## src/cruise_control_pi_loop_defines.svh

```systemverilog
// ----------------------------------------------------------------------------
// Cruise control PI loop - assertion macros
// Shared concurrent assertion forms, sampled on clk and held off in reset.
// ----------------------------------------------------------------------------
`ifndef CRUISE_CONTROL_PI_LOOP_DEFINES_SVH
`define CRUISE_CONTROL_PI_LOOP_DEFINES_SVH

// same-cycle implication
`define CCPI_ASSERT_HOLD(label, ante, cons, msg) \
    label: assert property (@(posedge clk) disable iff (!rst_n) (ante) |-> (cons)) \
        else $error(msg);

// next-cycle implication
`define CCPI_ASSERT_NEXT(label, ante, cons, msg) \
    label: assert property (@(posedge clk) disable iff (!rst_n) (ante) |=> (cons)) \
        else $error(msg);

`endif

```

## src/ccpi_pkg.sv

```systemverilog
// ----------------------------------------------------------------------------
// Cruise control PI loop - package
// Widths, reset values, register indexes and shared types.
// ----------------------------------------------------------------------------
package ccpi_pkg;

    localparam int SPEED_BITS_DEF = 11;
    localparam int SUM_BITS_DEF   = 32;

    localparam int PROP_BITS      = 8;
    localparam int INTEG_BITS     = 10;
    localparam int MIN_SPEED_BITS = 10;
    localparam int CFG_DATA_BITS  = 10;
    localparam int CFG_INDEX_BITS = 2;
    localparam int THR_BITS       = 8;

    localparam logic [PROP_BITS-1:0]      PROP_GAIN_RST  = 8'd3;
    localparam logic [INTEG_BITS-1:0]     INTEG_GAIN_RST = 10'd100;
    localparam logic [MIN_SPEED_BITS-1:0] MIN_SPEED_RST  = 10'd200;
    localparam logic [THR_BITS-1:0]       THR_RST        = 8'd40;
    localparam logic [THR_BITS-1:0]       THR_MAX        = 8'd255;

    // integral divisor, split as 2**DIV_SHIFT times an odd factor
    localparam int INTEG_DIV     = 1000;
    localparam int DIV_SHIFT     = 3;
    localparam int DIV_ODD       = INTEG_DIV / (1 << DIV_SHIFT);
    localparam int DIV_ODD_BITS  = 7;

    typedef enum logic [CFG_INDEX_BITS-1:0] {
        CFG_PROP_GAIN  = 2'd0,
        CFG_INTEG_GAIN = 2'd1,
        CFG_MIN_SPEED  = 2'd2
    } cfg_index_t;

    typedef struct packed {
        logic [PROP_BITS-1:0]      prop_gain;
        logic [INTEG_BITS-1:0]     integ_gain;
        logic [MIN_SPEED_BITS-1:0] engage_min_speed;
    } cfg_t;

    // per-stage advance strobes of the pipeline
    typedef struct packed {
        logic st1;
        logic st2;
        logic st3;
        logic st4;
        logic res;
    } advance_t;

    // proportional term width: 9-bit signed gain times (speed_bits+1) error
    function automatic int pe_bits(input int speed_bits);
        return speed_bits + PROP_BITS + 2;
    endfunction

    // integral quotient is held to 0 .. 2**(speed_bits+9)
    function automatic int quo_bits(input int speed_bits);
        return speed_bits + PROP_BITS + 2;
    endfunction

endpackage

```

## src/ccpi_if.sv

```systemverilog
// ----------------------------------------------------------------------------
// Cruise control PI loop - channel interfaces
// Valid/ready channels for the sample word and the command word.
// ----------------------------------------------------------------------------
interface ccpi_in_if #(
    parameter int SPEED_BITS = ccpi_pkg::SPEED_BITS_DEF
);
    logic                         valid;
    logic                         ready;
    logic signed [SPEED_BITS-1:0] measured_speed;
    logic                         top_gear_on;
    logic                         gas_on;
    logic                         brake_on;
    logic                         cruise_button;

    modport source (
        output valid, measured_speed, top_gear_on, gas_on, brake_on, cruise_button,
        input  ready
    );
    modport sink (
        input  valid, measured_speed, top_gear_on, gas_on, brake_on, cruise_button,
        output ready
    );
endinterface

interface ccpi_out_if #(
    parameter int SPEED_BITS = ccpi_pkg::SPEED_BITS_DEF
);
    logic                               valid;
    logic                               ready;
    logic [ccpi_pkg::THR_BITS-1:0]      throttle_out;
    logic                               cruise_engaged;
    logic signed [SPEED_BITS-1:0]       target_speed;

    modport source (
        output valid, throttle_out, cruise_engaged, target_speed,
        input  ready
    );
    modport sink (
        input  valid, throttle_out, cruise_engaged, target_speed,
        output ready
    );
endinterface

```

## src/ccpi_cfg_regs.sv

```systemverilog
// ----------------------------------------------------------------------------
// Cruise control PI loop - configuration registers
// Gains and engage threshold, written through a plain write port.
// ----------------------------------------------------------------------------
module ccpi_cfg_regs (
    input  logic                                clk,
    input  logic                                rst_n,
    input  logic                                cfg_we,
    input  logic [ccpi_pkg::CFG_INDEX_BITS-1:0] cfg_index,
    input  logic [ccpi_pkg::CFG_DATA_BITS-1:0]  cfg_data,
    output ccpi_pkg::cfg_t                      cfg
);

    ccpi_pkg::cfg_t cfg_reg;
    ccpi_pkg::cfg_t cfg_next;

    always_comb
    begin
        cfg_next = cfg_reg;
        if (cfg_we)
        begin
            unique case (ccpi_pkg::cfg_index_t'(cfg_index))
                ccpi_pkg::CFG_PROP_GAIN:
                    cfg_next.prop_gain = cfg_data[ccpi_pkg::PROP_BITS-1:0];
                ccpi_pkg::CFG_INTEG_GAIN:
                    cfg_next.integ_gain = cfg_data[ccpi_pkg::INTEG_BITS-1:0];
                ccpi_pkg::CFG_MIN_SPEED:
                    cfg_next.engage_min_speed = cfg_data[ccpi_pkg::MIN_SPEED_BITS-1:0];
                default:
                    cfg_next = cfg_reg;
            endcase
        end
    end

    always_ff @(posedge clk or negedge rst_n)
    begin
        if (!rst_n)
        begin
            cfg_reg.prop_gain        <= ccpi_pkg::PROP_GAIN_RST;
            cfg_reg.integ_gain       <= ccpi_pkg::INTEG_GAIN_RST;
            cfg_reg.engage_min_speed <= ccpi_pkg::MIN_SPEED_RST;
        end
        else
        begin
            cfg_reg <= cfg_next;
        end
    end

    assign cfg = cfg_reg;

endmodule

```

## src/ccpi_engage.sv

```systemverilog
// ----------------------------------------------------------------------------
// Cruise control PI loop - engage logic and integrator
// Decides engagement, latches the target and accumulates the speed error.
// ----------------------------------------------------------------------------
`include "cruise_control_pi_loop_defines.svh"

module ccpi_engage #(
    parameter int SPEED_BITS = ccpi_pkg::SPEED_BITS_DEF,
    parameter int SUM_BITS   = ccpi_pkg::SUM_BITS_DEF
) (
    input  logic                                    clk,
    input  logic                                    rst_n,
    input  logic                                    step,
    input  logic signed [SPEED_BITS-1:0]            speed,
    input  logic                                    top_gear_on,
    input  logic                                    gas_on,
    input  logic                                    brake_on,
    input  logic                                    cruise_button,
    input  logic [ccpi_pkg::MIN_SPEED_BITS-1:0]     min_speed,
    output logic                                    engaged,
    output logic signed [SPEED_BITS-1:0]            target,
    output logic signed [SUM_BITS-1:0]              error_sum,
    output logic signed [SPEED_BITS:0]              error,
    output logic                                    gas
);

    localparam int ERR_BITS = SPEED_BITS + 1;
    localparam int CMP_BITS = ((SPEED_BITS > ccpi_pkg::MIN_SPEED_BITS) ?
                               SPEED_BITS : ccpi_pkg::MIN_SPEED_BITS) + 1;
    localparam int ACC_BITS = ((SUM_BITS > ERR_BITS) ? SUM_BITS : ERR_BITS) + 1;
    localparam logic signed [ACC_BITS-1:0] SUM_MAX =
        $signed({{(ACC_BITS-SUM_BITS+1){1'b0}}, {(SUM_BITS-1){1'b1}}});
    localparam logic signed [ACC_BITS-1:0] SUM_MIN = ~SUM_MAX;

    logic                         engaged_reg, engaged_next;
    logic signed [SPEED_BITS-1:0] target_reg, target_next;
    logic signed [SUM_BITS-1:0]   sum_reg, sum_next;
    logic signed [ERR_BITS-1:0]   err_reg, err_next;
    logic                         gas_reg, gas_next;

    logic signed [CMP_BITS-1:0]   speed_x;
    logic signed [CMP_BITS-1:0]   min_x;
    logic signed [ACC_BITS-1:0]   acc;
    logic                         allowed;

    always_comb
    begin
        speed_x = CMP_BITS'(speed);
        min_x   = $signed(CMP_BITS'(min_speed));
        allowed = top_gear_on && (speed_x >= min_x) && !gas_on && !brake_on;

        engaged_next = allowed && (engaged_reg || cruise_button);
        target_next  = (allowed && cruise_button) ? speed : target_reg;
        err_next     = ERR_BITS'(target_next) - ERR_BITS'(speed);
        gas_next     = gas_on;

        // saturating accumulate
        acc = ACC_BITS'(sum_reg) + ACC_BITS'(err_next);
        if (!engaged_next)
            sum_next = sum_reg;
        else if (acc > SUM_MAX)
            sum_next = SUM_BITS'(SUM_MAX);
        else if (acc < SUM_MIN)
            sum_next = SUM_BITS'(SUM_MIN);
        else
            sum_next = SUM_BITS'(acc);
    end

    always_ff @(posedge clk or negedge rst_n)
    begin
        if (!rst_n)
        begin
            engaged_reg <= 1'b0;
            target_reg  <= '0;
            sum_reg     <= '0;
        end
        else if (step)
        begin
            engaged_reg <= engaged_next;
            target_reg  <= target_next;
            sum_reg     <= sum_next;
        end
    end

    always_ff @(posedge clk)
    begin
        if (step)
        begin
            err_reg <= err_next;
            gas_reg <= gas_next;
        end
    end

    assign engaged   = engaged_reg;
    assign target    = target_reg;
    assign error_sum = sum_reg;
    assign error     = err_reg;
    assign gas       = gas_reg;

    `CCPI_ASSERT_NEXT(a_barred_drops, step && (gas_on || brake_on || !top_gear_on), !engaged_reg, "cruise stayed engaged with pedal pressed or not in top gear")

endmodule

```

## src/ccpi_pi_path.sv

```systemverilog
// ----------------------------------------------------------------------------
// Cruise control PI loop - PI arithmetic pipeline
// Proportional product, integral product and divide by the integral
// divisor through a reciprocal multiply, one multiplier per stage.
// ----------------------------------------------------------------------------
module ccpi_pi_path #(
    parameter int SPEED_BITS = ccpi_pkg::SPEED_BITS_DEF,
    parameter int SUM_BITS   = ccpi_pkg::SUM_BITS_DEF
) (
    input  logic                                             clk,
    input  ccpi_pkg::advance_t                               adv,
    input  logic [ccpi_pkg::PROP_BITS-1:0]                   prop_gain,
    input  logic [ccpi_pkg::INTEG_BITS-1:0]                  integ_gain,
    input  logic                                             engaged_s1,
    input  logic                                             gas_s1,
    input  logic signed [SPEED_BITS-1:0]                     target_s1,
    input  logic signed [SUM_BITS-1:0]                       error_sum_s1,
    input  logic signed [SPEED_BITS:0]                       error_s1,
    output logic                                             engaged_s4,
    output logic                                             gas_s4,
    output logic signed [SPEED_BITS-1:0]                     target_s4,
    output logic signed [ccpi_pkg::pe_bits(SPEED_BITS)-1:0]  pe_s4,
    output logic                                             neg_s4,
    output logic                                             sat_s4,
    output logic [ccpi_pkg::quo_bits(SPEED_BITS)-1:0]        quo_s4
);

    localparam int PE_BITS     = ccpi_pkg::pe_bits(SPEED_BITS);
    localparam int QUO_BITS    = ccpi_pkg::quo_bits(SPEED_BITS);
    localparam int LIM_EXP     = QUO_BITS - 1;
    // divisor times the quotient limit fits below 2**(LIM_EXP+10)
    localparam int LIM_BITS    = LIM_EXP + 10;
    localparam int ABS_BITS    = ((SUM_BITS > LIM_BITS) ? SUM_BITS : LIM_BITS) + 1;
    localparam int P_BITS      = LIM_BITS + ccpi_pkg::INTEG_BITS;
    localparam int NUM_BITS    = LIM_BITS - ccpi_pkg::DIV_SHIFT;
    localparam int RCP_SHIFT   = NUM_BITS + ccpi_pkg::DIV_ODD_BITS;
    localparam int RCP_BITS    = NUM_BITS + 1;
    localparam int PROD_BITS   = NUM_BITS + RCP_BITS;
    localparam logic [63:0] LIM_WIDE = 64'(ccpi_pkg::INTEG_DIV) << LIM_EXP;
    localparam logic [63:0] RCP_WIDE =
        ((64'd1 << RCP_SHIFT) + 64'(ccpi_pkg::DIV_ODD - 1)) / 64'(ccpi_pkg::DIV_ODD);
    localparam logic [LIM_BITS-1:0] LIM = LIM_BITS'(LIM_WIDE);
    localparam logic [RCP_BITS-1:0] RCP = RCP_BITS'(RCP_WIDE);

    // stage 2: clamp integrator magnitude, proportional product
    logic                         eng2_reg, eng2_next;
    logic                         gas2_reg, gas2_next;
    logic signed [SPEED_BITS-1:0] tgt2_reg, tgt2_next;
    logic signed [PE_BITS-1:0]    pe2_reg, pe2_next;
    logic                         neg2_reg, neg2_next;
    logic [LIM_BITS-1:0]          mag2_reg, mag2_next;

    // stage 3: integral product
    logic                         eng3_reg, eng3_next;
    logic                         gas3_reg, gas3_next;
    logic signed [SPEED_BITS-1:0] tgt3_reg, tgt3_next;
    logic signed [PE_BITS-1:0]    pe3_reg, pe3_next;
    logic                         neg3_reg, neg3_next;
    logic [P_BITS-1:0]            p3_reg, p3_next;

    // stage 4: reciprocal multiply
    logic                         eng4_reg, eng4_next;
    logic                         gas4_reg, gas4_next;
    logic signed [SPEED_BITS-1:0] tgt4_reg, tgt4_next;
    logic signed [PE_BITS-1:0]    pe4_reg, pe4_next;
    logic                         neg4_reg, neg4_next;
    logic                         sat4_reg, sat4_next;
    logic [QUO_BITS-1:0]          quo4_reg, quo4_next;

    logic signed [ABS_BITS-1:0]   sum_x;
    logic [ABS_BITS-1:0]          sum_abs;
    logic signed [PE_BITS-1:0]    prop_x;
    logic signed [PE_BITS-1:0]    err_x;
    logic [P_BITS-1:0]            integ_x;
    logic [P_BITS-1:0]            mag_x;
    logic [NUM_BITS-1:0]          num;
    logic [PROD_BITS-1:0]         prod;

    always_comb
    begin
        eng2_next = engaged_s1;
        gas2_next = gas_s1;
        tgt2_next = target_s1;
        neg2_next = error_sum_s1[SUM_BITS-1];
        sum_x     = ABS_BITS'(error_sum_s1);
        sum_abs   = $unsigned(neg2_next ? -sum_x : sum_x);
        // past this magnitude the quotient alone pins the throttle
        if (sum_abs >= ABS_BITS'(LIM_WIDE))
            mag2_next = LIM;
        else
            mag2_next = sum_abs[LIM_BITS-1:0];
        prop_x   = $signed(PE_BITS'(prop_gain));
        err_x    = PE_BITS'(error_s1);
        pe2_next = prop_x * err_x;
    end

    always_comb
    begin
        eng3_next = eng2_reg;
        gas3_next = gas2_reg;
        tgt3_next = tgt2_reg;
        pe3_next  = pe2_reg;
        neg3_next = neg2_reg;
        integ_x   = P_BITS'(integ_gain);
        mag_x     = P_BITS'(mag2_reg);
        p3_next   = integ_x * mag_x;
    end

    always_comb
    begin
        eng4_next = eng3_reg;
        gas4_next = gas3_reg;
        tgt4_next = tgt3_reg;
        pe4_next  = pe3_reg;
        neg4_next = neg3_reg;
        sat4_next = p3_reg >= P_BITS'(LIM_WIDE);
        // divide by 8, then by the odd factor through its scaled reciprocal
        num       = NUM_BITS'(p3_reg >> ccpi_pkg::DIV_SHIFT);
        prod      = PROD_BITS'(num) * PROD_BITS'(RCP);
        quo4_next = QUO_BITS'(prod >> RCP_SHIFT);
    end

    always_ff @(posedge clk)
    begin
        if (adv.st2)
        begin
            eng2_reg <= eng2_next;
            gas2_reg <= gas2_next;
            tgt2_reg <= tgt2_next;
            pe2_reg  <= pe2_next;
            neg2_reg <= neg2_next;
            mag2_reg <= mag2_next;
        end
        if (adv.st3)
        begin
            eng3_reg <= eng3_next;
            gas3_reg <= gas3_next;
            tgt3_reg <= tgt3_next;
            pe3_reg  <= pe3_next;
            neg3_reg <= neg3_next;
            p3_reg   <= p3_next;
        end
        if (adv.st4)
        begin
            eng4_reg <= eng4_next;
            gas4_reg <= gas4_next;
            tgt4_reg <= tgt4_next;
            pe4_reg  <= pe4_next;
            neg4_reg <= neg4_next;
            sat4_reg <= sat4_next;
            quo4_reg <= quo4_next;
        end
    end

    assign engaged_s4 = eng4_reg;
    assign gas_s4     = gas4_reg;
    assign target_s4  = tgt4_reg;
    assign pe_s4      = pe4_reg;
    assign neg_s4     = neg4_reg;
    assign sat_s4     = sat4_reg;
    assign quo_s4     = quo4_reg;

endmodule

```

## src/ccpi_result.sv

```systemverilog
// ----------------------------------------------------------------------------
// Cruise control PI loop - throttle and result register
// Sums the PI terms, saturates, applies the gas step and holds the word.
// ----------------------------------------------------------------------------
`include "cruise_control_pi_loop_defines.svh"

module ccpi_result #(
    parameter int SPEED_BITS = ccpi_pkg::SPEED_BITS_DEF
) (
    input  logic                                             clk,
    input  logic                                             rst_n,
    input  logic                                             take,
    input  logic                                             engaged,
    input  logic                                             gas,
    input  logic signed [SPEED_BITS-1:0]                     target,
    input  logic signed [ccpi_pkg::pe_bits(SPEED_BITS)-1:0]  pe,
    input  logic                                             neg,
    input  logic                                             sat,
    input  logic [ccpi_pkg::quo_bits(SPEED_BITS)-1:0]        quo,
    output logic [ccpi_pkg::THR_BITS-1:0]                    throttle_out,
    output logic                                             cruise_engaged,
    output logic signed [SPEED_BITS-1:0]                     target_speed
);

    localparam int PE_BITS  = ccpi_pkg::pe_bits(SPEED_BITS);
    localparam int QUO_BITS = ccpi_pkg::quo_bits(SPEED_BITS);
    localparam int PI_BITS  = PE_BITS + 2;
    localparam logic [QUO_BITS-1:0] QUO_LIM = {1'b1, {(QUO_BITS-1){1'b0}}};
    localparam logic signed [PI_BITS-1:0] PI_MAX = $signed(PI_BITS'(ccpi_pkg::THR_MAX));

    logic [ccpi_pkg::THR_BITS-1:0] throttle_reg, throttle_next;
    logic                          engaged_reg, engaged_next;
    logic signed [SPEED_BITS-1:0]  target_reg, target_next;

    logic [QUO_BITS-1:0]           q;
    logic signed [QUO_BITS:0]      q_x;
    logic signed [QUO_BITS:0]      q_s;
    logic signed [PI_BITS-1:0]     pi;
    logic [ccpi_pkg::THR_BITS-1:0] thr_pi;

    always_comb
    begin
        q   = sat ? QUO_LIM : quo;
        q_x = $signed({1'b0, q});
        q_s = neg ? -q_x : q_x;
        pi  = PI_BITS'(pe) + PI_BITS'(q_s);

        if (!engaged)
            thr_pi = throttle_reg;
        else if (pi < 0)
            thr_pi = '0;
        else if (pi > PI_MAX)
            thr_pi = ccpi_pkg::THR_MAX;
        else
            thr_pi = pi[ccpi_pkg::THR_BITS-1:0];

        // gas nudges the throttle up, stopping at full scale
        if (gas && (thr_pi != ccpi_pkg::THR_MAX))
            throttle_next = thr_pi + 1'b1;
        else
            throttle_next = thr_pi;

        engaged_next = engaged;
        target_next  = target;
    end

    always_ff @(posedge clk or negedge rst_n)
    begin
        if (!rst_n)
            throttle_reg <= ccpi_pkg::THR_RST;
        else if (take)
            throttle_reg <= throttle_next;
    end

    always_ff @(posedge clk)
    begin
        if (take)
        begin
            engaged_reg <= engaged_next;
            target_reg  <= target_next;
        end
    end

    assign throttle_out   = throttle_reg;
    assign cruise_engaged = engaged_reg;
    assign target_speed   = target_reg;

    `CCPI_ASSERT_NEXT(a_idle_holds_throttle, take && !engaged && !gas, throttle_reg == $past(throttle_reg), "throttle moved while disengaged without gas")

endmodule

```

## src/cruise_control_pi_loop.sv

```systemverilog
// ----------------------------------------------------------------------------
// Cruise control PI loop - top level
// Sample in, throttle command out, with engage logic and a PI controller.
// ----------------------------------------------------------------------------
// The block takes one sample word per clock while sample.ready is high, and
// returns one command word for each, in order. The depth comes from the
// divide by 1000, done as a shift and a reciprocal multiply, with every
// multiplier followed by a register: input register, engage and integrator
// update, proportional product and integrator clamp, integral product,
// reciprocal multiply, then throttle and result register. Stages advance
// independently, so bubbles close up and sample.ready drops only when every
// stage holds a word and the result is not being taken. Write configuration
// only while no word is in flight.
`include "cruise_control_pi_loop_defines.svh"

module cruise_control_pi_loop #(
    parameter int SPEED_BITS = ccpi_pkg::SPEED_BITS_DEF,
    parameter int SUM_BITS   = ccpi_pkg::SUM_BITS_DEF
) (
    input  logic                                clk,
    input  logic                                rst_n,
    input  logic                                cfg_we,
    input  logic [ccpi_pkg::CFG_INDEX_BITS-1:0] cfg_index,
    input  logic [ccpi_pkg::CFG_DATA_BITS-1:0]  cfg_data,
    ccpi_in_if.sink                             sample,
    ccpi_out_if.source                          command
);

    localparam int PE_BITS  = ccpi_pkg::pe_bits(SPEED_BITS);
    localparam int QUO_BITS = ccpi_pkg::quo_bits(SPEED_BITS);

    ccpi_pkg::cfg_t     cfg;
    ccpi_pkg::advance_t adv;

    logic v0_reg, v0_next;
    logic v1_reg, v1_next;
    logic v2_reg, v2_next;
    logic v3_reg, v3_next;
    logic v4_reg, v4_next;
    logic res_valid_reg, res_valid_next;
    logic in_free;
    logic accept;

    // input register
    logic signed [SPEED_BITS-1:0] speed0_reg;
    logic                         top0_reg;
    logic                         gas0_reg;
    logic                         brake0_reg;
    logic                         button0_reg;

    logic                         eng1;
    logic                         gas1;
    logic signed [SPEED_BITS-1:0] tgt1;
    logic signed [SUM_BITS-1:0]   sum1;
    logic signed [SPEED_BITS:0]   err1;

    logic                         eng4;
    logic                         gas4;
    logic signed [SPEED_BITS-1:0] tgt4;
    logic signed [PE_BITS-1:0]    pe4;
    logic                         neg4;
    logic                         sat4;
    logic [QUO_BITS-1:0]          quo4;

    // advance from the back: a stage moves when the next one is empty or moving
    always_comb
    begin
        adv.res = v4_reg && (!res_valid_reg || command.ready);
        adv.st4 = v3_reg && (!v4_reg || adv.res);
        adv.st3 = v2_reg && (!v3_reg || adv.st4);
        adv.st2 = v1_reg && (!v2_reg || adv.st3);
        adv.st1 = v0_reg && (!v1_reg || adv.st2);
        in_free = !v0_reg || adv.st1;
        accept  = sample.valid && in_free;

        v0_next        = accept  || (v0_reg && !adv.st1);
        v1_next        = adv.st1 || (v1_reg && !adv.st2);
        v2_next        = adv.st2 || (v2_reg && !adv.st3);
        v3_next        = adv.st3 || (v3_reg && !adv.st4);
        v4_next        = adv.st4 || (v4_reg && !adv.res);
        res_valid_next = adv.res || (res_valid_reg && !command.ready);
    end

    always_ff @(posedge clk or negedge rst_n)
    begin
        if (!rst_n)
        begin
            v0_reg        <= 1'b0;
            v1_reg        <= 1'b0;
            v2_reg        <= 1'b0;
            v3_reg        <= 1'b0;
            v4_reg        <= 1'b0;
            res_valid_reg <= 1'b0;
        end
        else
        begin
            v0_reg        <= v0_next;
            v1_reg        <= v1_next;
            v2_reg        <= v2_next;
            v3_reg        <= v3_next;
            v4_reg        <= v4_next;
            res_valid_reg <= res_valid_next;
        end
    end

    always_ff @(posedge clk)
    begin
        if (accept)
        begin
            speed0_reg  <= sample.measured_speed;
            top0_reg    <= sample.top_gear_on;
            gas0_reg    <= sample.gas_on;
            brake0_reg  <= sample.brake_on;
            button0_reg <= sample.cruise_button;
        end
    end

    assign sample.ready  = in_free;
    assign command.valid = res_valid_reg;

    ccpi_cfg_regs u_cfg (
        .clk       (clk),
        .rst_n     (rst_n),
        .cfg_we    (cfg_we),
        .cfg_index (cfg_index),
        .cfg_data  (cfg_data),
        .cfg       (cfg)
    );

    ccpi_engage #(
        .SPEED_BITS (SPEED_BITS),
        .SUM_BITS   (SUM_BITS)
    ) u_engage (
        .clk           (clk),
        .rst_n         (rst_n),
        .step          (adv.st1),
        .speed         (speed0_reg),
        .top_gear_on   (top0_reg),
        .gas_on        (gas0_reg),
        .brake_on      (brake0_reg),
        .cruise_button (button0_reg),
        .min_speed     (cfg.engage_min_speed),
        .engaged       (eng1),
        .target        (tgt1),
        .error_sum     (sum1),
        .error         (err1),
        .gas           (gas1)
    );

    ccpi_pi_path #(
        .SPEED_BITS (SPEED_BITS),
        .SUM_BITS   (SUM_BITS)
    ) u_pi_path (
        .clk          (clk),
        .adv          (adv),
        .prop_gain    (cfg.prop_gain),
        .integ_gain   (cfg.integ_gain),
        .engaged_s1   (eng1),
        .gas_s1       (gas1),
        .target_s1    (tgt1),
        .error_sum_s1 (sum1),
        .error_s1     (err1),
        .engaged_s4   (eng4),
        .gas_s4       (gas4),
        .target_s4    (tgt4),
        .pe_s4        (pe4),
        .neg_s4       (neg4),
        .sat_s4       (sat4),
        .quo_s4       (quo4)
    );

    ccpi_result #(
        .SPEED_BITS (SPEED_BITS)
    ) u_result (
        .clk            (clk),
        .rst_n          (rst_n),
        .take           (adv.res),
        .engaged        (eng4),
        .gas            (gas4),
        .target         (tgt4),
        .pe             (pe4),
        .neg            (neg4),
        .sat            (sat4),
        .quo            (quo4),
        .throttle_out   (command.throttle_out),
        .cruise_engaged (command.cruise_engaged),
        .target_speed   (command.target_speed)
    );

    `CCPI_ASSERT_HOLD(a_stall_only_when_full, !sample.ready, v0_reg && v1_reg && v2_reg && v3_reg && v4_reg && res_valid_reg, "input stalled with a free stage")
    `CCPI_ASSERT_HOLD(a_result_from_last_stage, $rose(res_valid_reg), $past(v4_reg), "result appeared without a word in the last stage")

endmodule

```

## src/flat_wrapper.sv

```systemverilog
// flat-port wrapper written by rule: the top's interface ports become plain ports
module cruise_control_pi_loop_flat 
#(
    parameter int SPEED_BITS = ccpi_pkg::SPEED_BITS_DEF,
    parameter int SUM_BITS   = ccpi_pkg::SUM_BITS_DEF
)
  (clk, rst_n, cfg_we, cfg_index, cfg_data, sample_valid, sample_measured_speed, sample_top_gear_on, sample_gas_on, sample_brake_on, sample_cruise_button, sample_ready, command_valid, command_throttle_out, command_cruise_engaged, command_target_speed, command_ready);
  ccpi_in_if #(.SPEED_BITS(SPEED_BITS)) sample_i ();
  ccpi_out_if #(.SPEED_BITS(SPEED_BITS)) command_i ();
  input  logic clk;
  input  logic rst_n;
  input  logic cfg_we;
  input  logic [ccpi_pkg::CFG_INDEX_BITS-1:0] cfg_index;
  input  logic [ccpi_pkg::CFG_DATA_BITS-1:0] cfg_data;
  input wire logic [$bits(sample_i.valid)-1:0] sample_valid;
  input wire logic [$bits(sample_i.measured_speed)-1:0] sample_measured_speed;
  input wire logic [$bits(sample_i.top_gear_on)-1:0] sample_top_gear_on;
  input wire logic [$bits(sample_i.gas_on)-1:0] sample_gas_on;
  input wire logic [$bits(sample_i.brake_on)-1:0] sample_brake_on;
  input wire logic [$bits(sample_i.cruise_button)-1:0] sample_cruise_button;
  output wire logic [$bits(sample_i.ready)-1:0] sample_ready;
  output wire logic [$bits(command_i.valid)-1:0] command_valid;
  output wire logic [$bits(command_i.throttle_out)-1:0] command_throttle_out;
  output wire logic [$bits(command_i.cruise_engaged)-1:0] command_cruise_engaged;
  output wire logic [$bits(command_i.target_speed)-1:0] command_target_speed;
  input wire logic [$bits(command_i.ready)-1:0] command_ready;
  assign sample_i.valid = sample_valid;
  assign sample_i.measured_speed = sample_measured_speed;
  assign sample_i.top_gear_on = sample_top_gear_on;
  assign sample_i.gas_on = sample_gas_on;
  assign sample_i.brake_on = sample_brake_on;
  assign sample_i.cruise_button = sample_cruise_button;
  assign sample_ready = sample_i.ready;
  assign command_valid = command_i.valid;
  assign command_throttle_out = command_i.throttle_out;
  assign command_cruise_engaged = command_i.cruise_engaged;
  assign command_target_speed = command_i.target_speed;
  assign command_i.ready = command_ready;
  cruise_control_pi_loop #(.SPEED_BITS(SPEED_BITS), .SUM_BITS(SUM_BITS)) u_core (.clk(clk), .rst_n(rst_n), .cfg_we(cfg_we), .cfg_index(cfg_index), .cfg_data(cfg_data), .sample(sample_i), .command(command_i));
endmodule
```

## config.mk

```make
export PLATFORM = sky130hd
export DESIGN_NAME = cruise_control_pi_loop_flat
export DESIGN_NICKNAME = d
export VERILOG_FILES = /design/src/ccpi_pkg.sv /design/src/ccpi_if.sv /design/src/ccpi_cfg_regs.sv /design/src/ccpi_engage.sv /design/src/ccpi_pi_path.sv /design/src/ccpi_result.sv /design/src/cruise_control_pi_loop.sv /design/src/flat_wrapper.sv
export VERILOG_INCLUDE_DIRS = /design/src /design/src/src
export SDC_FILE = /design/constraint.sdc
export NUM_CORES = 2
export LEC_CHECK = 0
export BUFFER_PORTS_ARGS = -buffer_cell sky130_fd_sc_hd__buf_4
export CORE_MARGIN = 10
export CORE_UTILIZATION = 65
export CTS_CLUSTER_SIZE = 30
export DETAILED_ROUTE_END_ITERATION = 8
export GPL_ROUTABILITY_DRIVEN = 0
export PLACE_DENSITY = 0.82
export SETUP_SLACK_MARGIN = 0.4
export SLEW_MARGIN = 20
export SYNTH_ARGS = -nofsm -noshare
export SYNTH_HDL_FRONTEND = slang
export SYNTH_SLANG_ARGS = --single-unit
```

## constraint.sdc

```tcl
create_clock -name clk -period 22.2 [get_ports clk]
set_clock_uncertainty 0.1 [all_clocks]
set_input_delay 3.33 -clock clk [delete_from_list [all_inputs] [get_ports clk]]
set_output_delay 3.33 -clock clk [all_outputs]
set_load 0.01 [all_outputs]
```

Word-level counts from Yosys, hierarchy flattened
Cells that the tools add are included.
{"block": "classes", "addsub": 6, "mul": 3, "order_cmp": 7, "eq_ne": 3, "muxes": 10, "n_reduce_logical": 50}
{"cell": "32-bit 2-to-1 mux", "n": 2}
{"cell": "27-bit by 27-bit multiplier with 54-bit output (second input constant)", "n": 1}
{"cell": "40-bit by 30-bit >= comparator with 1-bit output (second input constant)", "n": 1}
{"cell": "10-bit by 30-bit multiplier with 40-bit output", "n": 1}
{"cell": "32-bit by 12-bit adder with 33-bit output", "n": 1}
{"cell": "33-bit by 30-bit >= comparator with 1-bit output (second input constant)", "n": 1}
{"cell": "33-bit by 32-bit > comparator with 1-bit output (second input constant)", "n": 1}
{"cell": "33-bit by 32-bit less-than comparator with 1-bit output (second input constant)", "n": 1}
{"cell": "33-bit 2-to-1 mux", "n": 1}
{"cell": "32-bit negation with 33-bit output", "n": 1}
{"cell": "8-bit 2-to-1 mux", "n": 4}
{"cell": "21-bit by 22-bit adder with 23-bit output", "n": 1}
{"cell": "23-bit by 9-bit > comparator with 1-bit output (second input constant)", "n": 1}
{"cell": "23-bit by 1-bit less-than comparator with 1-bit output (second input constant)", "n": 1}
{"cell": "22-bit 2-to-1 mux", "n": 1}
{"cell": "21-bit negation with 22-bit output", "n": 1}
{"cell": "9-bit by 12-bit multiplier with 21-bit output", "n": 1}
{"cell": "21-bit 2-to-1 mux", "n": 1}
{"cell": "1-bit logical AND", "n": 18}
{"cell": "1-bit zero test", "n": 14}
{"cell": "1-bit logical OR", "n": 13}
{"cell": "11-bit by 11-bit subtractor with 12-bit output", "n": 1}
{"cell": "11-bit >= comparator", "n": 1}
{"cell": "11-bit 2-to-1 mux", "n": 1}
{"cell": "6 further kinds", "n": 9}
{"block": "totals", "regBits": 323, "in_bits": 32}

Logic depth before layout (Yosys ltp)
{"block": "logic_depth", "ltp_word": 14, "mapped_depth": 39}

Modules after synthesis
From an unflattened synthesis, not the netlist that was laid out.
{"block": "hier_totals", "hier_cells": 4039, "area_unflattened_um2": 40821.7}
{"module": "ccpi_pi_path", "n_inst": 1, "cells_per_inst": 2963, "area_per_inst_um2": 30700.7, "seq_area_each_um2": 5915.7}
{"module": "ccpi_engage", "n_inst": 1, "cells_per_inst": 564, "area_per_inst_um2": 5215.0, "seq_area_each_um2": 1491.4}
{"module": "ccpi_result", "n_inst": 1, "cells_per_inst": 410, "area_per_inst_um2": 3091.7, "seq_area_each_um2": 563.0}
{"module": "ccpi_cfg_regs", "n_inst": 1, "cells_per_inst": 61, "area_per_inst_um2": 1074.8, "seq_area_each_um2": 710.7}
{"module": "cruise_control_pi_loop", "n_inst": 1, "cells_per_inst": 41, "area_per_inst_um2": 739.5, "seq_area_each_um2": 600.6}

Least setup slack after synthesis
No wires, ideal clock.
{"block": "synth_timing", "kind": "input to register", "from": "input port command_ready", "to": "register u_core.u_pi_path.eng4_reg (netlist: u_core.u_pi_path.engaged_s4) (enable)", "setup_time_ns": 0.559, "arrival_time_ns": 7.587, "required_ns": 21.541, "setup_slack_ns": 13.954, "cell_stages": 2, "cell_sequence": "nor2b_1 a21boi_0"}
{"element": "start, declared", "line_no": "flat_wrapper.sv:26", "text": "input wire logic [$bits(command_i.ready)-1:0] command_ready;"}
{"element": "end signal, assigned", "line_no": "ccpi_pi_path.sv:145", "text": "eng4_reg <= eng4_next;"}
{"element": "end, declared", "line_no": "ccpi_pi_path.sv:62", "text": "logic eng4_reg, eng4_next;"}

Worst setup path after layout
{"block": "layout_timing", "from": "register u_core.speed0_reg[0]", "to": "register u_core.u_engage.sum_reg[10] (netlist: u_core.u_engage.error_sum[10])"}
{"block": "layout_between", "elab_chain_len": 11, "word_cells_on_any_way": 14, "cone_classes": "add/sub: 2; order compare: 3; mux: 3; reduce/logical: 6"}
{"element": "start, declared", "line_no": "cruise_control_pi_loop.sv:45", "text": "logic signed [SPEED_BITS-1:0] speed0_reg;"}
{"element": "start signal, assigned", "line_no": "cruise_control_pi_loop.sv:110", "text": "speed0_reg <= sample.measured_speed;"}
{"element": "11-bit >= comparator (*)", "line_no": "ccpi_engage.sv:50", "text": "allowed = top_gear_on && (speed_x >= min_x) && !gas_on && !brake_on;"}
{"element": "1-bit logical AND (*) (3 in series)", "line_no": "ccpi_engage.sv:50"}
{"element": "1-bit logical AND (*)", "line_no": "ccpi_engage.sv:53", "text": "target_next = (allowed && cruise_button) ? speed : target_reg;"}
{"element": "11-bit 2-to-1 mux (*)", "line_no": "ccpi_engage.sv:53"}
{"element": "named net u_core.u_engage.target_next[1]", "line_no": "ccpi_engage.sv:36", "text": "logic signed [SPEED_BITS-1:0] target_reg, target_next;"}
{"element": "11-bit by 11-bit subtractor with 12-bit output (*)", "line_no": "ccpi_engage.sv:54", "text": "err_next = ERR_BITS'(target_next) - ERR_BITS'(speed);"}
{"element": "named net u_core.u_engage.err_next[11]", "line_no": "ccpi_engage.sv:38", "text": "logic signed [ERR_BITS-1:0] err_reg, err_next;"}
{"element": "32-bit by 12-bit adder with 33-bit output (*)", "line_no": "ccpi_engage.sv:58", "text": "acc = ACC_BITS'(sum_reg) + ACC_BITS'(err_next);"}
{"element": "33-bit by 32-bit less-than comparator with 1-bit output", "line_no": "ccpi_engage.sv:63", "text": "else if (acc < SUM_MIN)"}
{"element": "32-bit 2-to-1 mux", "line_no": "ccpi_engage.sv:63"}
{"element": "32-bit 2-to-1 mux (*)", "line_no": "ccpi_engage.sv:61", "text": "else if (acc > SUM_MAX)"}
{"element": "end signal, assigned", "line_no": "ccpi_engage.sv:81", "text": "sum_reg <= sum_next;"}
{"element": "end, declared", "line_no": "ccpi_engage.sv:37", "text": "logic signed [SUM_BITS-1:0] sum_reg, sum_next;"}
The timed path passes the listed nets; every way through them passes the cells marked *.
A chain may end at the register's enable or synchronous reset.

==> run metrics <==
dominant cells by area after synthesis fa_1 (27%), edfxtp_1 (18%), ha_1 (16%); Root Driver clkbuf_16; # H-tree levels 2; post_cts resized 0; CP Launch Type flip-flop; CP delay by family, top compound AO/OA/AOI/OAI gates; number of vias per cell 5.84; Cell Area, Placed 40300 um2; top cell type's share of synthesized area 27.0%; Most Frequent Cell on Critical Path o21ai_0; Slew headroom 35.9%; first-pass GRT wire length 145 mm; CTS tree done; vias in the first global route 28500; Die Span X 266 um; post-synthesis mux area share 1.61%; post-layout net count 4893; Worst-path clk slew 0.06 ns; total wire length 87.4 mm; fin crit period 9.37 ns; core area 59400 um2; average cell area after synthesis 10.2 um2; Layout area overhead 5.69%; routed length per instance 18.8 um; CTS Buffer Depth 3; CP peak stage delay 0.53 ns; FP Rows 89; GRT Overall Usage 25.4%; Crit Path Max Fanout 31; post-route setup TNS 0 ns; commonest register cell after synthesis edfxtp_1; Adder-Cell Fraction of Synth Area 42.8%; # IOs 54; critical path type reg2reg; ys async rst share 26.6%; die area 70600 um2; Post-Layout Cell Count 4639; Post-Syn Area 39200 um2; most common cell after layout, fill and taps aside inv_1; slowest cell on the critical path mux2_2; period utilization 42.2%; status finished, final reports clean; GRT overflow 0; worst setup margin 12.83 ns; ratio of cells with drive above 1 in the final layout 6.18%; syn nets 4895; Synth area leader fa_1; Post-Syn Instances 3842; final instance area 41500 um2; clk_lat worst skew 0.54 ns; Post-synth EDFFs 237; TritonRoute pass-1 iters 6; Required @ worst endpoint 22.52 ns; clock sink count 323; CTS buffer count 34; R2R depth 37; crit path DAT 9.70 ns; antenna viol nets, final 0; largest net degree at the start of global routing 76; fmax 107 MHz; initial antenna violation count 3; worst hold stages 0; max reg flops 40; endpoints failing hold 0; worst path buffer plus inverter count 2; Seq/Total Area, Yosys 23.7%; hold buffer count at CTS 0; max-cap viol count 0; ANT cells 0; post-CTS setup buffer count 0; RSZ-0062 raised after global routing no; flip-flop and latch count after synthesis 323; CP endpoint kind flip-flop; I/O Buffers 53; worst hold path type reg2reg; Post-Synth XOR/XNOR Area 3.28%; Yosys Warn Count 0; Placed Cells 4577; Crit path depth 37; HPWL after DPL 68.9 mm; starting density of the core 66.1%; Yosys cell types 88; Setup-failing EPs final 0; worst-margin pin slew 0.962 ns; simple logic cell fraction of the synthesized area 11.1%; First DRT Iteration DRCs 2126; die height 266 um; Synth Area in Compound Gates 8.67%; most frequent cells in the layout inv_1 (812), fa_1 (528), ha_1 (493); pre-CTS WS 12.92 ns; Final Slew Violations 0; Remaining DRCs 0; main combinational cell family by area after synthesis adder cells; via count 27100
synth_stat cells (7+ instances only):
master and n:
inv_1 812, fa_1 528, ha_1 493, nand2_1 310
edfxtp_1 237, and2_1 203, nor2_1 122, o21ai_0 112
a21oi_1 102, clkbuf_1 98, xnor2_1 81, dfrtp_1 76
xor2_1 64, a21o_1 53, mux2_2 49, nand3_1 35
nor2b_1 33, a22o_1 27, nand2b_1 26, nor3_1 23
o21a_1 22, o31ai_1 22, nor2_2 20, a31oi_1 19
a211oi_1 15, nand4_1 15, o211ai_1 15, o21bai_1 15
and3_1 14, o22ai_1 12, or3_1 12, a21boi_0 10
dfstp_2 10, nor4_1 9, a211o_1 8, mux2i_1 8
nand3b_1 7, or2_2 7
layout make-up:
type / instances / area [um2]
Sequential cell: 323 / 9280
Timing Repair Buffer: 70 / 526
Tap cell: 773 / 967
Fill cell: 4155 / 17900
Multi-Input combinational cell: 2599 / 26500
Clock inverter: 19 / 214
Inverter: 812 / 3050
Clock buffer: 43 / 905
worst paths after layout:
path	from	end	slack (ns)
setup / recovery	u_core.speed0_reg[0]$_DFFE_PP_	u_core.u_engage.error_sum[10]$_DFFE_PN0P_	12.83
hold / removal	u_core.u_pi_path.pe2_reg[5]$_DFFE_PP_	u_core.u_pi_path.pe3_reg[5]$_DFFE_PP_	0.31
setup reg to reg	u_core.speed0_reg[0]$_DFFE_PP_	u_core.u_engage.error_sum[10]$_DFFE_PN0P_	12.83
hold reg to reg	u_core.u_pi_path.pe2_reg[5]$_DFFE_PP_	u_core.u_pi_path.pe3_reg[5]$_DFFE_PP_	0.31
max in group asynchronous	rst_n	u_core.u_result.throttle_out[4]$_DFFE_PN0P_	18.30
min in group asynchronous	rst_n	u_core.u_engage.target[8]$_DFFE_PN0P_	2.65
stage by stage:
| step | hold WS (ns) | utilization (%) |
|---|---|---|
| final | 0.313 | 69.8 |
| after floorplan | 0.300 | - |
| after detailed placement | 0.305 | 67.9 |
| after global routing | 0.321 | 69.8 |
| after global placement | 0.300 | 67.9 |
| after CTS | 0.315 | 69.8 |
cell families (layout without fill, tap and decap cells):
group           Yosys count  count (layout)
fa+ha+maj              1027            1027
buf+inv                 920             944
simple gates            864             864
compound gates          505             505
flops                   323             323
xor+xnor                146             146
mux                      57              57
layer usage:
metal	vias to the layer above	GRT usage [%]	wire, um
li1	12400	-	-
met3	201	4.07	6640
met1	13400	33.3	35700
met5	-	0	22
met4	4	8.60	2940
met2	1054	42.7	42100
Power is not shown: default switching activity piles up to over one toggle a cycle in this logic, so the estimate is an artifact.
